$ cat config.mk
export PLATFORM = sky130hd
export DESIGN_NAME = sigma_clipped_median_combine_top_flat
export DESIGN_NICKNAME = d
export VERILOG_FILES = /design/src/rtl/core/scmc_pkg.sv /design/src/rtl/core/scmc_in_if.sv /design/src/rtl/core/scmc_out_if.sv /design/src/rtl/core/sigma_clipped_median_combine_top.sv /design/src/rtl/core/scmc_ram.sv /design/src/rtl/core/scmc_ctrl.sv /design/src/rtl/core/scmc_dp.sv /design/src/flat_wrapper.sv
export SDC_FILE = /design/constraint.sdc
export NUM_CORES = 2
export LEC_CHECK = 0
export ABC_AREA = 1
export BUFFER_PORTS_ARGS = -buffer_cell sky130_fd_sc_hd__buf_2
export CAP_MARGIN = 20
export CELL_PAD_IN_SITES_DETAIL_PLACEMENT = 0
export CELL_PAD_IN_SITES_GLOBAL_PLACEMENT = 1
export CORE_MARGIN = 10
export CORE_UTILIZATION = 40
export DETAILED_ROUTE_END_ITERATION = 10
export HOLD_SLACK_MARGIN = 0.03
export PLACE_DENSITY = 0.62
export SLEW_MARGIN = 15
export SYNTH_ARGS = -nofsm -noshare
export SYNTH_HDL_FRONTEND = slang
export SYNTH_SLANG_ARGS = --single-unit
export TNS_END_PERCENT = 20
$ cat constraint.sdc
create_clock -name clk -period 8.47 [get_ports clk]
set_input_delay 2.1175 -clock clk [delete_from_list [all_inputs] [get_ports clk]]
set_output_delay 2.1175 -clock clk [all_outputs]
set_load 0.005 [all_outputs]
$ cat src/rtl/core/scmc_pkg.sv
`timescale 1ns / 1ps

package scmc_pkg;

    localparam int MAX_FRAMES = 64;
    localparam int SAMPLE_W   = 16;
    localparam int CNT_W      = $clog2(MAX_FRAMES + 1);
    localparam int IDX_W      = $clog2(MAX_FRAMES);
    localparam int KEPT_W     = 7;
    localparam int TM_W       = SAMPLE_W + 1;
    localparam int P_W        = SAMPLE_W + IDX_W;
    localparam int SQ_W       = 2 * SAMPLE_W;
    localparam int Q_W        = SQ_W + IDX_W;
    localparam int HH_W       = 2 * CNT_W;
    localparam int DSQ_W      = 2 * TM_W;
    localparam int WIDE_W     = 64;
    localparam int MB_W       = 32;

    typedef enum logic [4:0] {
        ST_IDLE,
        ST_INS_STEP,
        ST_INS_CMP,
        ST_CHK_LAST,
        ST_SUM_RD,
        ST_SUM_SQ,
        ST_SUM_ADD,
        ST_MED_A,
        ST_MED_B,
        ST_MED_C,
        ST_HQ_START,
        ST_HQ_RUN,
        ST_PP_START,
        ST_PP_RUN,
        ST_SCAN_RD,
        ST_SCAN_CHK,
        ST_SCAN_SQ,
        ST_SH_RUN,
        ST_FINISH
    } state_t;

    typedef enum logic [4:0] {
        OP_NONE,
        OP_LOAD,
        OP_SET_OVF,
        OP_INS_READ,
        OP_INS_SHIFT,
        OP_INS_PUT,
        OP_END_SETUP,
        OP_SUM_READ,
        OP_SUM_SQ,
        OP_SUM_ADD,
        OP_MED_A,
        OP_MED_B,
        OP_MED_C,
        OP_MUL_HQ,
        OP_MUL_PP,
        OP_MUL_STEP,
        OP_SAVE_T1,
        OP_SAVE_VAR,
        OP_SCAN_READ,
        OP_SCAN_NEXT,
        OP_SCAN_DIFF,
        OP_SCAN_SQ,
        OP_SCAN_HIT,
        OP_SCAN_END,
        OP_FINISH
    } op_t;

    typedef struct packed {
        logic v_zero;
        logic full;
        logic idx_zero;
        logic shift_up;
        logic last;
        logic cnt_zero;
        logic half_ge2;
        logic sum_done;
        logic mul_done;
        logic scan_end;
        logic d_neg;
        logic hit;
        logic out_busy;
    } status_t;

endpackage

$ cat src/rtl/core/scmc_in_if.sv
`timescale 1ns / 1ps

interface scmc_in_if;
    logic                          valid;
    logic                          ready;
    logic [scmc_pkg::SAMPLE_W-1:0] sample;
    logic                          last_sample;

    modport source (output valid, output sample, output last_sample, input ready);
    modport sink (input valid, input sample, input last_sample, output ready);
endinterface

$ cat src/rtl/core/scmc_out_if.sv
`timescale 1ns / 1ps

interface scmc_out_if;
    logic                          valid;
    logic                          ready;
    logic [scmc_pkg::SAMPLE_W-1:0] combined;
    logic [scmc_pkg::KEPT_W-1:0]   kept_count;
    logic                          empty_stack;
    logic                          overflowed;

    modport source (output valid, output combined, output kept_count,
                    output empty_stack, output overflowed, input ready);
    modport sink (input valid, input combined, input kept_count,
                  input empty_stack, input overflowed, output ready);
endinterface

$ cat src/rtl/core/sigma_clipped_median_combine_top.sv
`timescale 1ns / 1ps

// sigma-clipped median of one pixel stack
// stack channel: one sample word per frame, last_sample marks the final word;
// zero samples are skipped, the rest are insertion-sorted into a 64-entry ram
// result channel: one word per stack (combined, kept_count, empty_stack,
// overflowed), none for words without last_sample
// a sample that finds the ram full is dropped and sets overflowed; a kept
// sample is compared with the filled entries from the top down, each larger
// one moving up one place, the most when the stack arrives in falling order
// end of stack: lower-half sums are read one entry at a time, two shift-add
// multiplies take one multiplier bit per cycle (up to 6 and 21 bits), the
// scan skips the multiply for entries below the median and runs one for each
// entry at or above it, and the final median is read back, all serialised on
// the single ram read port and the shared shift-add multiplier
// the result sits in an output register; the next stack is taken while it
// waits, and a stalled receiver only holds the block once the next stack's
// result is ready
// reset clears the fill count, the drop flag and the output valid; the ram
// needs no clearing since only filled entries are read

module sigma_clipped_median_combine_top (
    input logic        clk,
    input logic        rst_n,
    scmc_in_if.sink    stack,
    scmc_out_if.source result
);

    scmc_pkg::op_t     op;
    scmc_pkg::status_t status;

    scmc_ctrl u_ctrl (
        .clk      (clk),
        .rst_n    (rst_n),
        .in_valid (stack.valid),
        .in_ready (stack.ready),
        .status   (status),
        .op       (op)
    );

    scmc_dp u_dp (
        .clk         (clk),
        .rst_n       (rst_n),
        .op          (op),
        .sample      (stack.sample),
        .last_sample (stack.last_sample),
        .out_ready   (result.ready),
        .status      (status),
        .out_valid   (result.valid),
        .combined    (result.combined),
        .kept_count  (result.kept_count),
        .empty_stack (result.empty_stack),
        .overflowed  (result.overflowed)
    );

endmodule

$ cat src/rtl/core/scmc_ram.sv
`timescale 1ns / 1ps

module scmc_ram #(
    parameter int WIDTH = 16,
    parameter int DEPTH = 64
) (
    input  logic                     clk,
    input  logic                     we,
    input  logic [$clog2(DEPTH)-1:0] waddr,
    input  logic [WIDTH-1:0]         wdata,
    input  logic [$clog2(DEPTH)-1:0] raddr,
    output logic [WIDTH-1:0]         rdata
);

    logic [WIDTH-1:0] mem [DEPTH];
    logic [WIDTH-1:0] rdata_reg;

    always_ff @(posedge clk)
    begin
        if (we)
        begin
            mem[waddr] <= wdata;
        end
        rdata_reg <= mem[raddr];
    end

    assign rdata = rdata_reg;

endmodule

$ cat src/rtl/core/scmc_ctrl.sv
`timescale 1ns / 1ps

module scmc_ctrl (
    input  logic              clk,
    input  logic              rst_n,
    input  logic              in_valid,
    output logic              in_ready,
    input  scmc_pkg::status_t status,
    output scmc_pkg::op_t     op
);

    scmc_pkg::state_t state_reg, state_next;
    logic             final_reg, final_next;

    always_ff @(posedge clk or negedge rst_n)
    begin
        if (!rst_n)
        begin
            state_reg <= scmc_pkg::ST_IDLE;
            final_reg <= 1'b0;
        end
        else
        begin
            state_reg <= state_next;
            final_reg <= final_next;
        end
    end

    always_comb
    begin
        state_next = state_reg;
        final_next = final_reg;
        op         = scmc_pkg::OP_NONE;
        in_ready   = 1'b0;
        case (state_reg)
            scmc_pkg::ST_IDLE:
            begin
                in_ready = 1'b1;
                if (in_valid)
                begin
                    op         = scmc_pkg::OP_LOAD;
                    state_next = scmc_pkg::ST_INS_STEP;
                end
            end
            scmc_pkg::ST_INS_STEP:
            begin
                if (status.v_zero)
                begin
                    state_next = scmc_pkg::ST_CHK_LAST;
                end
                else if (status.full)
                begin
                    op         = scmc_pkg::OP_SET_OVF;
                    state_next = scmc_pkg::ST_CHK_LAST;
                end
                else if (status.idx_zero)
                begin
                    op         = scmc_pkg::OP_INS_PUT;
                    state_next = scmc_pkg::ST_CHK_LAST;
                end
                else
                begin
                    op         = scmc_pkg::OP_INS_READ;
                    state_next = scmc_pkg::ST_INS_CMP;
                end
            end
            scmc_pkg::ST_INS_CMP:
            begin
                if (status.shift_up)
                begin
                    op         = scmc_pkg::OP_INS_SHIFT;
                    state_next = scmc_pkg::ST_INS_STEP;
                end
                else
                begin
                    op         = scmc_pkg::OP_INS_PUT;
                    state_next = scmc_pkg::ST_CHK_LAST;
                end
            end
            scmc_pkg::ST_CHK_LAST:
            begin
                if (!status.last)
                begin
                    state_next = scmc_pkg::ST_IDLE;
                end
                else
                begin
                    op = scmc_pkg::OP_END_SETUP;
                    if (status.cnt_zero)
                    begin
                        state_next = scmc_pkg::ST_FINISH;
                    end
                    else if (status.half_ge2)
                    begin
                        final_next = 1'b0;
                        state_next = scmc_pkg::ST_SUM_RD;
                    end
                    else
                    begin
                        final_next = 1'b1;
                        state_next = scmc_pkg::ST_MED_A;
                    end
                end
            end
            scmc_pkg::ST_SUM_RD:
            begin
                op         = scmc_pkg::OP_SUM_READ;
                state_next = scmc_pkg::ST_SUM_SQ;
            end
            scmc_pkg::ST_SUM_SQ:
            begin
                op         = scmc_pkg::OP_SUM_SQ;
                state_next = scmc_pkg::ST_SUM_ADD;
            end
            scmc_pkg::ST_SUM_ADD:
            begin
                op         = scmc_pkg::OP_SUM_ADD;
                state_next = status.sum_done ? scmc_pkg::ST_MED_A : scmc_pkg::ST_SUM_RD;
            end
            scmc_pkg::ST_MED_A:
            begin
                op         = scmc_pkg::OP_MED_A;
                state_next = scmc_pkg::ST_MED_B;
            end
            scmc_pkg::ST_MED_B:
            begin
                op         = scmc_pkg::OP_MED_B;
                state_next = scmc_pkg::ST_MED_C;
            end
            scmc_pkg::ST_MED_C:
            begin
                op         = scmc_pkg::OP_MED_C;
                state_next = final_reg ? scmc_pkg::ST_FINISH : scmc_pkg::ST_HQ_START;
            end
            scmc_pkg::ST_HQ_START:
            begin
                op         = scmc_pkg::OP_MUL_HQ;
                state_next = scmc_pkg::ST_HQ_RUN;
            end
            scmc_pkg::ST_HQ_RUN:
            begin
                if (status.mul_done)
                begin
                    op         = scmc_pkg::OP_SAVE_T1;
                    state_next = scmc_pkg::ST_PP_START;
                end
                else
                begin
                    op = scmc_pkg::OP_MUL_STEP;
                end
            end
            scmc_pkg::ST_PP_START:
            begin
                op         = scmc_pkg::OP_MUL_PP;
                state_next = scmc_pkg::ST_PP_RUN;
            end
            scmc_pkg::ST_PP_RUN:
            begin
                if (status.mul_done)
                begin
                    op         = scmc_pkg::OP_SAVE_VAR;
                    state_next = scmc_pkg::ST_SCAN_RD;
                end
                else
                begin
                    op = scmc_pkg::OP_MUL_STEP;
                end
            end
            scmc_pkg::ST_SCAN_RD:
            begin
                if (status.scan_end)
                begin
                    op         = scmc_pkg::OP_SCAN_END;
                    final_next = 1'b1;
                    state_next = scmc_pkg::ST_MED_A;
                end
                else
                begin
                    op         = scmc_pkg::OP_SCAN_READ;
                    state_next = scmc_pkg::ST_SCAN_CHK;
                end
            end
            scmc_pkg::ST_SCAN_CHK:
            begin
                if (status.d_neg)
                begin
                    op         = scmc_pkg::OP_SCAN_NEXT;
                    state_next = scmc_pkg::ST_SCAN_RD;
                end
                else
                begin
                    op         = scmc_pkg::OP_SCAN_DIFF;
                    state_next = scmc_pkg::ST_SCAN_SQ;
                end
            end
            scmc_pkg::ST_SCAN_SQ:
            begin
                op         = scmc_pkg::OP_SCAN_SQ;
                state_next = scmc_pkg::ST_SH_RUN;
            end
            scmc_pkg::ST_SH_RUN:
            begin
                if (!status.mul_done)
                begin
                    op = scmc_pkg::OP_MUL_STEP;
                end
                else if (status.hit)
                begin
                    op         = scmc_pkg::OP_SCAN_HIT;
                    final_next = 1'b1;
                    // nothing below the bound: report the lower-half median
                    state_next = status.idx_zero ? scmc_pkg::ST_FINISH : scmc_pkg::ST_MED_A;
                end
                else
                begin
                    op         = scmc_pkg::OP_SCAN_NEXT;
                    state_next = scmc_pkg::ST_SCAN_RD;
                end
            end
            scmc_pkg::ST_FINISH:
            begin
                if (!status.out_busy)
                begin
                    op         = scmc_pkg::OP_FINISH;
                    state_next = scmc_pkg::ST_IDLE;
                end
            end
            default:
            begin
                state_next = scmc_pkg::ST_IDLE;
            end
        endcase
    end

endmodule

$ cat src/rtl/core/scmc_dp.sv
`timescale 1ns / 1ps

module scmc_dp (
    input  logic                          clk,
    input  logic                          rst_n,
    input  scmc_pkg::op_t                 op,
    input  logic [scmc_pkg::SAMPLE_W-1:0] sample,
    input  logic                          last_sample,
    input  logic                          out_ready,
    output scmc_pkg::status_t             status,
    output logic                          out_valid,
    output logic [scmc_pkg::SAMPLE_W-1:0] combined,
    output logic [scmc_pkg::KEPT_W-1:0]   kept_count,
    output logic                          empty_stack,
    output logic                          overflowed
);

    localparam int CW = scmc_pkg::CNT_W;
    localparam int IW = scmc_pkg::IDX_W;

    logic [CW-1:0]                    cnt_reg, idx_reg, h_reg, k_reg, medc_reg;
    logic                             ovf_reg, last_reg;
    logic [scmc_pkg::SAMPLE_W-1:0]    v_reg, med_reg;
    logic [scmc_pkg::P_W-1:0]         p_reg;
    logic [scmc_pkg::Q_W-1:0]         q_reg;
    logic [scmc_pkg::SQ_W-1:0]        sq_reg;
    logic [scmc_pkg::TM_W-1:0]        tm_reg, d_reg;
    logic [scmc_pkg::HH_W-1:0]        hh_reg;
    logic [scmc_pkg::WIDE_W-1:0]      ma_reg, acc_reg, t1_reg, var4_reg;
    logic [scmc_pkg::MB_W-1:0]        mb_reg;

    logic                             out_valid_reg, out_empty_reg, out_ovf_reg;
    logic [scmc_pkg::SAMPLE_W-1:0]    out_comb_reg;
    logic [scmc_pkg::KEPT_W-1:0]      out_kept_reg;

    logic                             we;
    logic [IW-1:0]                    waddr, raddr;
    logic [scmc_pkg::SAMPLE_W-1:0]    wdata, rdata;
    logic [CW-1:0]                    h_w, med_half;
    logic [scmc_pkg::TM_W:0]          diff, tm_plus;
    logic [scmc_pkg::DSQ_W-1:0]       dsq;

    scmc_ram #(
        .WIDTH (scmc_pkg::SAMPLE_W),
        .DEPTH (scmc_pkg::MAX_FRAMES)
    ) u_store (
        .clk   (clk),
        .we    (we),
        .waddr (waddr),
        .wdata (wdata),
        .raddr (raddr),
        .rdata (rdata)
    );

    assign h_w      = cnt_reg >> 1;
    assign med_half = medc_reg >> 1;
    // twice the sample minus twice the median, one extra bit for the sign
    assign diff     = {1'b0, rdata, 1'b0} - {1'b0, tm_reg};
    assign tm_plus  = {1'b0, tm_reg} + {{scmc_pkg::TM_W{1'b0}}, 1'b1};
    assign dsq      = scmc_pkg::DSQ_W'(d_reg) * scmc_pkg::DSQ_W'(d_reg);

    always_comb
    begin
        we    = 1'b0;
        waddr = idx_reg[IW-1:0];
        wdata = v_reg;
        raddr = idx_reg[IW-1:0];
        case (op)
            scmc_pkg::OP_INS_READ:  raddr = IW'(idx_reg - CW'(1));
            scmc_pkg::OP_INS_SHIFT:
            begin
                we    = 1'b1;
                wdata = rdata;
            end
            scmc_pkg::OP_INS_PUT:   we = 1'b1;
            scmc_pkg::OP_MED_A:
            begin
                raddr = medc_reg[0] ? med_half[IW-1:0] : IW'(med_half - CW'(1));
            end
            scmc_pkg::OP_MED_B:     raddr = med_half[IW-1:0];
            default:                we = 1'b0;
        endcase
    end

    always_comb
    begin
        status.v_zero   = (v_reg == '0);
        status.full     = (cnt_reg == CW'(scmc_pkg::MAX_FRAMES));
        status.idx_zero = (idx_reg == '0);
        status.shift_up = (rdata > v_reg);
        status.last     = last_reg;
        status.cnt_zero = (cnt_reg == '0);
        status.half_ge2 = (h_w >= CW'(2));
        status.sum_done = (idx_reg == h_reg);
        status.mul_done = (mb_reg == '0);
        status.scan_end = (idx_reg == cnt_reg);
        status.d_neg    = diff[scmc_pkg::TM_W];
        status.hit      = (acc_reg >= var4_reg);
        status.out_busy = out_valid_reg && !out_ready;
    end

    always_ff @(posedge clk or negedge rst_n)
    begin
        if (!rst_n)
        begin
            cnt_reg       <= '0;
            ovf_reg       <= 1'b0;
            out_valid_reg <= 1'b0;
        end
        else
        begin
            if (out_valid_reg && out_ready)
            begin
                out_valid_reg <= 1'b0;
            end
            case (op)
                scmc_pkg::OP_SET_OVF: ovf_reg <= 1'b1;
                scmc_pkg::OP_INS_PUT: cnt_reg <= cnt_reg + CW'(1);
                scmc_pkg::OP_FINISH:
                begin
                    cnt_reg       <= '0;
                    ovf_reg       <= 1'b0;
                    out_valid_reg <= 1'b1;
                end
                default:
                begin
                    cnt_reg <= cnt_reg;
                end
            endcase
        end
    end

    always_ff @(posedge clk)
    begin
        case (op)
            scmc_pkg::OP_LOAD:
            begin
                v_reg    <= sample;
                last_reg <= last_sample;
                idx_reg  <= cnt_reg;
            end
            scmc_pkg::OP_INS_SHIFT: idx_reg <= idx_reg - CW'(1);
            scmc_pkg::OP_END_SETUP:
            begin
                h_reg    <= h_w;
                k_reg    <= cnt_reg;
                medc_reg <= (h_w >= CW'(2)) ? h_w : cnt_reg;
                hh_reg   <= scmc_pkg::HH_W'(h_w) * scmc_pkg::HH_W'(h_w - CW'(1));
                p_reg    <= '0;
                q_reg    <= '0;
                idx_reg  <= '0;
            end
            scmc_pkg::OP_SUM_SQ:
            begin
                p_reg   <= p_reg + scmc_pkg::P_W'(rdata);
                sq_reg  <= scmc_pkg::SQ_W'(rdata) * scmc_pkg::SQ_W'(rdata);
                idx_reg <= idx_reg + CW'(1);
            end
            scmc_pkg::OP_SUM_ADD:   q_reg <= q_reg + scmc_pkg::Q_W'(sq_reg);
            scmc_pkg::OP_MED_B:     med_reg <= rdata;
            scmc_pkg::OP_MED_C:
            begin
                tm_reg <= medc_reg[0] ? {med_reg, 1'b0}
                                      : scmc_pkg::TM_W'(med_reg) + scmc_pkg::TM_W'(rdata);
            end
            scmc_pkg::OP_MUL_HQ:
            begin
                ma_reg  <= scmc_pkg::WIDE_W'(q_reg);
                mb_reg  <= scmc_pkg::MB_W'(h_reg);
                acc_reg <= '0;
            end
            scmc_pkg::OP_MUL_PP:
            begin
                ma_reg  <= scmc_pkg::WIDE_W'(p_reg);
                mb_reg  <= scmc_pkg::MB_W'(p_reg);
                acc_reg <= '0;
            end
            scmc_pkg::OP_MUL_STEP:
            begin
                // shift-add, one multiplier bit per cycle
                if (mb_reg[0])
                begin
                    acc_reg <= acc_reg + ma_reg;
                end
                ma_reg <= ma_reg << 1;
                mb_reg <= mb_reg >> 1;
            end
            scmc_pkg::OP_SAVE_T1:   t1_reg <= acc_reg;
            scmc_pkg::OP_SAVE_VAR:
            begin
                var4_reg <= (t1_reg - acc_reg) << 2;
                idx_reg  <= '0;
            end
            scmc_pkg::OP_SCAN_NEXT: idx_reg <= idx_reg + CW'(1);
            scmc_pkg::OP_SCAN_DIFF: d_reg <= diff[scmc_pkg::TM_W-1:0];
            scmc_pkg::OP_SCAN_SQ:
            begin
                ma_reg  <= scmc_pkg::WIDE_W'(dsq);
                mb_reg  <= scmc_pkg::MB_W'(hh_reg);
                acc_reg <= '0;
            end
            scmc_pkg::OP_SCAN_HIT, scmc_pkg::OP_SCAN_END:
            begin
                k_reg    <= idx_reg;
                medc_reg <= idx_reg;
            end
            scmc_pkg::OP_FINISH:
            begin
                out_comb_reg  <= (cnt_reg == '0) ? '0 : tm_plus[scmc_pkg::TM_W-1:1];
                out_kept_reg  <= scmc_pkg::KEPT_W'(k_reg);
                out_empty_reg <= (cnt_reg == '0);
                out_ovf_reg   <= ovf_reg;
            end
            default:
            begin
                v_reg <= v_reg;
            end
        endcase
    end

    assign out_valid   = out_valid_reg;
    assign combined    = out_comb_reg;
    assign kept_count  = out_kept_reg;
    assign empty_stack = out_empty_reg;
    assign overflowed  = out_ovf_reg;

endmodule

$ cat src/flat_wrapper.sv
// flat-port wrapper written by rule: the top's interface ports become plain ports
module sigma_clipped_median_combine_top_flat 
  (clk, rst_n, stack_valid, stack_sample, stack_last_sample, stack_ready, result_valid, result_combined, result_kept_count, result_empty_stack, result_overflowed, result_ready);
  scmc_in_if stack_i ();
  scmc_out_if result_i ();
  input logic clk;
  input logic rst_n;
  input wire logic [$bits(stack_i.valid)-1:0] stack_valid;
  input wire logic [$bits(stack_i.sample)-1:0] stack_sample;
  input wire logic [$bits(stack_i.last_sample)-1:0] stack_last_sample;
  output wire logic [$bits(stack_i.ready)-1:0] stack_ready;
  output wire logic [$bits(result_i.valid)-1:0] result_valid;
  output wire logic [$bits(result_i.combined)-1:0] result_combined;
  output wire logic [$bits(result_i.kept_count)-1:0] result_kept_count;
  output wire logic [$bits(result_i.empty_stack)-1:0] result_empty_stack;
  output wire logic [$bits(result_i.overflowed)-1:0] result_overflowed;
  input wire logic [$bits(result_i.ready)-1:0] result_ready;
  assign stack_i.valid = stack_valid;
  assign stack_i.sample = stack_sample;
  assign stack_i.last_sample = stack_last_sample;
  assign stack_ready = stack_i.ready;
  assign result_valid = result_i.valid;
  assign result_combined = result_i.combined;
  assign result_kept_count = result_i.kept_count;
  assign result_empty_stack = result_i.empty_stack;
  assign result_overflowed = result_i.overflowed;
  assign result_i.ready = result_ready;
  sigma_clipped_median_combine_top u_core (.clk(clk), .rst_n(rst_n), .stack(stack_i), .result(result_i));
endmodule
==> impl_metrics.env <==
export IMPL_status="finished clean"
export IMPL_setup_worst_path_class="reg -> reg"
export IMPL_timing_final_crit_share_pct=85.6
export IMPL_start_util_pct=40.1
export IMPL_ys_top_cells_by_area="edfxtp_1, fa_1, inv_1"
export IMPL_largest_reg_flops=1024
export IMPL_skew_ns=0.0890
export IMPL_path_clk_slew_ns=0.06
export IMPL_rows=179
export IMPL_wl_mm=295
export IMPL_routed_via_density=5.18
export IMPL_clk_path_buf_depth=3
export IMPL_synth_most_common_cell="inv_1"
export IMPL_die_area_mm2=0.258
export IMPL_grt_pass1_vias=67782
export IMPL_hold_violations=0
export IMPL_clock_latency_ns=0.88
export IMPL_arrival_ns=7.86
export IMPL_final_cell_count_no_fill=13273
export IMPL_fin_util_pct=44.3
export IMPL_wl_per_cell_um=22.2
export IMPL_crit_family="adder cells"
export IMPL_drt_first_pass_iters=6
export IMPL_drc=0
export IMPL_dpl_hpwl_mm=199
export IMPL_dpl_cell_count=12941
export IMPL_synth_simple_gate_area_share_pct=19.3
export IMPL_grt_max_degree=178
export IMPL_numCtsBuffers=182
export IMPL_synth_top_cell_area_share_pct=47.9
export IMPL_grt_pass1_wl_mm=441
export IMPL_seq_area_frac_synth_pct=48.6
export IMPL_routabilityCongestion=0.873
export IMPL_antenna_found_initial=9
export IMPL_syn_area_per_cell_um2=9.57
export IMPL_min_period_ns=7.25
export IMPL_ys_flop_type="edfxtp_1"
export IMPL_synthXorXnorAreaFrac_pct=1.56
export IMPL_synth_fp_nets=10902
export IMPL_overflow=0
export IMPL_syn_to_final_growth_pct=10.3
export IMPL_layout_nets=10903
export IMPL_fp_dieH_um=508
export IMPL_rsz0062_at_grt="no"
export IMPL_pin_count=48
export IMPL_cp_slowest_cell="edfxtp_1"
export IMPL_maxSlewViolCount=0
export IMPL_grtUsageTotal_pct=22.3
export IMPL_ys_types=61
export IMPL_required_ns=9.08
export IMPL_synth_cells=9960
export IMPL_h_tree_depth=4
export IMPL_crit_path_end_kind="flop"
export IMPL_synth_top_area_cell="edfxtp_1"
export IMPL_synth_seq_cells=1552
export IMPL_path_buf_inv=4
export IMPL_synth_edf_count=1521
export IMPL_worst_setup_path_start_kind="flop"
export IMPL_synth_top_family_by_area="simple AND/OR/NAND/NOR gates"
export IMPL_cts_tree="built"
export IMPL_portBuffers=47
export IMPL_setup_viol=0
export IMPL_cts_resized=0
export IMPL_worst_pin_slew_ns=1.24
export IMPL_first_iter_violations=5644
export IMPL_timing_hold_ws_ns=0.418
export IMPL_slowest_delay_ns=0.87
export IMPL_holdCritPathClass="reg -> reg"
export IMPL_ant_nets=0
export IMPL_drive_gt1_share_pct=5.87
export IMPL_clkSinkCount=1552
export IMPL_core_area_mm2=0.238
export IMPL_synth_commonest_cells="inv_1, nand2_1, edfxtp_1"
export IMPL_syn_area_mm2=0.0954
export IMPL_slew_headroom_pct=16.5
export IMPL_synthMuxAreaShare_pct=0.0118
export IMPL_die_w_um=508
export IMPL_postCtsSetupRepairBufs=0
export IMPL_async_flop_share_pct=0.966
export IMPL_cts_hold_buffers_added=0
export IMPL_yosys_warnings=0
export IMPL_synth_compound_area_share_pct=5.85
export IMPL_num_vias=68820
export IMPL_synthAdderAreaFrac_pct=15.1
export IMPL_critPathMaxFanout=17
export IMPL_fmax_mhz=138
export IMPL_cts_root_buf="clkbuf_16"
export IMPL_cap_violations=0
export IMPL_r2r_setup_slack_ns=1.22
## cell families after synthesis
logic type / Yosys count
fa+ha+maj: 921
simple gates: 3998
compound gates: 1004
flops: 1552
xor+xnor: 170
mux: 1
buf+inv: 2314
## metal layers
layer  track usage (%)  vias to the layer above  routed length [um]
met5                 0                        -                   0
met4              6.94                        0                9800
met3              2.55                      366               13000
met2              38.6                     1693              145000
met1              29.3                    33777              127000
li1                  -                    32984                   -
## layout make-up
class / count / area [um2]
Fill cell: 22859 / 132000
Multi-Input combinational cell: 6094 / 40200
Tap cell: 3167 / 3960
Clock inverter: 91 / 890
Clock buffer: 234 / 4850
Timing Repair Buffer: 217 / 1740
Sequential cell: 1552 / 46400
Antenna cell: 4 / 10.0
Inverter: 1914 / 7190
## layout by cell type, fill, tap and decap left out, types with 10 or more instances in the layout
cell	count
o21ai_0	258
o21bai_1	15
nand3b_1	375
o21a_1	36
buf_12	15
clkbuf_16	182
a31oi_1	71
a21o_1	13
o2111ai_1	14
nand4_1	50
nor2_1	490
inv_1	1893
fa_1	383
nor2_2	18
dfxtp_1	16
clkinv_1	34
nand3_1	1236
xnor2_1	66
xor2_1	104
nor4_1	10
or2_2	47
buf_2	48
o21ai_4	16
ha_1	538
inv_2	17
clkinv_16	11
nor3_1	44
buf_4	150
nand2_1	1696
clkinv_2	25
o211ai_1	17
clkbuf_8	10
a21boi_0	17
a21oi_1	488
dfrtp_1	15
edfxtp_1	1521
clkbuf_1	42
## metrics by stage
stage                     setup slack (ns)  TNS, ns  area (um2)
after floorplan                     -0.152    -9.45       95400
after global placement                1.21        0       99400
after detailed placement              1.26        0       99400
after CTS                             1.19        0      105000
after global routing                 0.503        0      105000
final                                 1.22        0      105000
## path summary, 6_finish.rpt
check                                startpoint                         to  cells after the start
max reg2reg                u_core.u_dp.d_reg[7]     u_core.u_dp.ma_reg[31]                     28
max                        u_core.u_dp.d_reg[7]     u_core.u_dp.ma_reg[31]                     28
min                        u_core.u_dp.k_reg[0]  u_core.u_dp.kept_count[0]                      0
min reg2reg                u_core.u_dp.k_reg[0]  u_core.u_dp.kept_count[0]                      0
min in group asynchronous                 rst_n    u_core.u_ctrl.final_reg                      1
max in group asynchronous                 rst_n     u_core.u_dp.cnt_reg[0]                      1
Power is not shown: default switching activity piles up to over one toggle a cycle in this logic, so the estimate is an artifact.
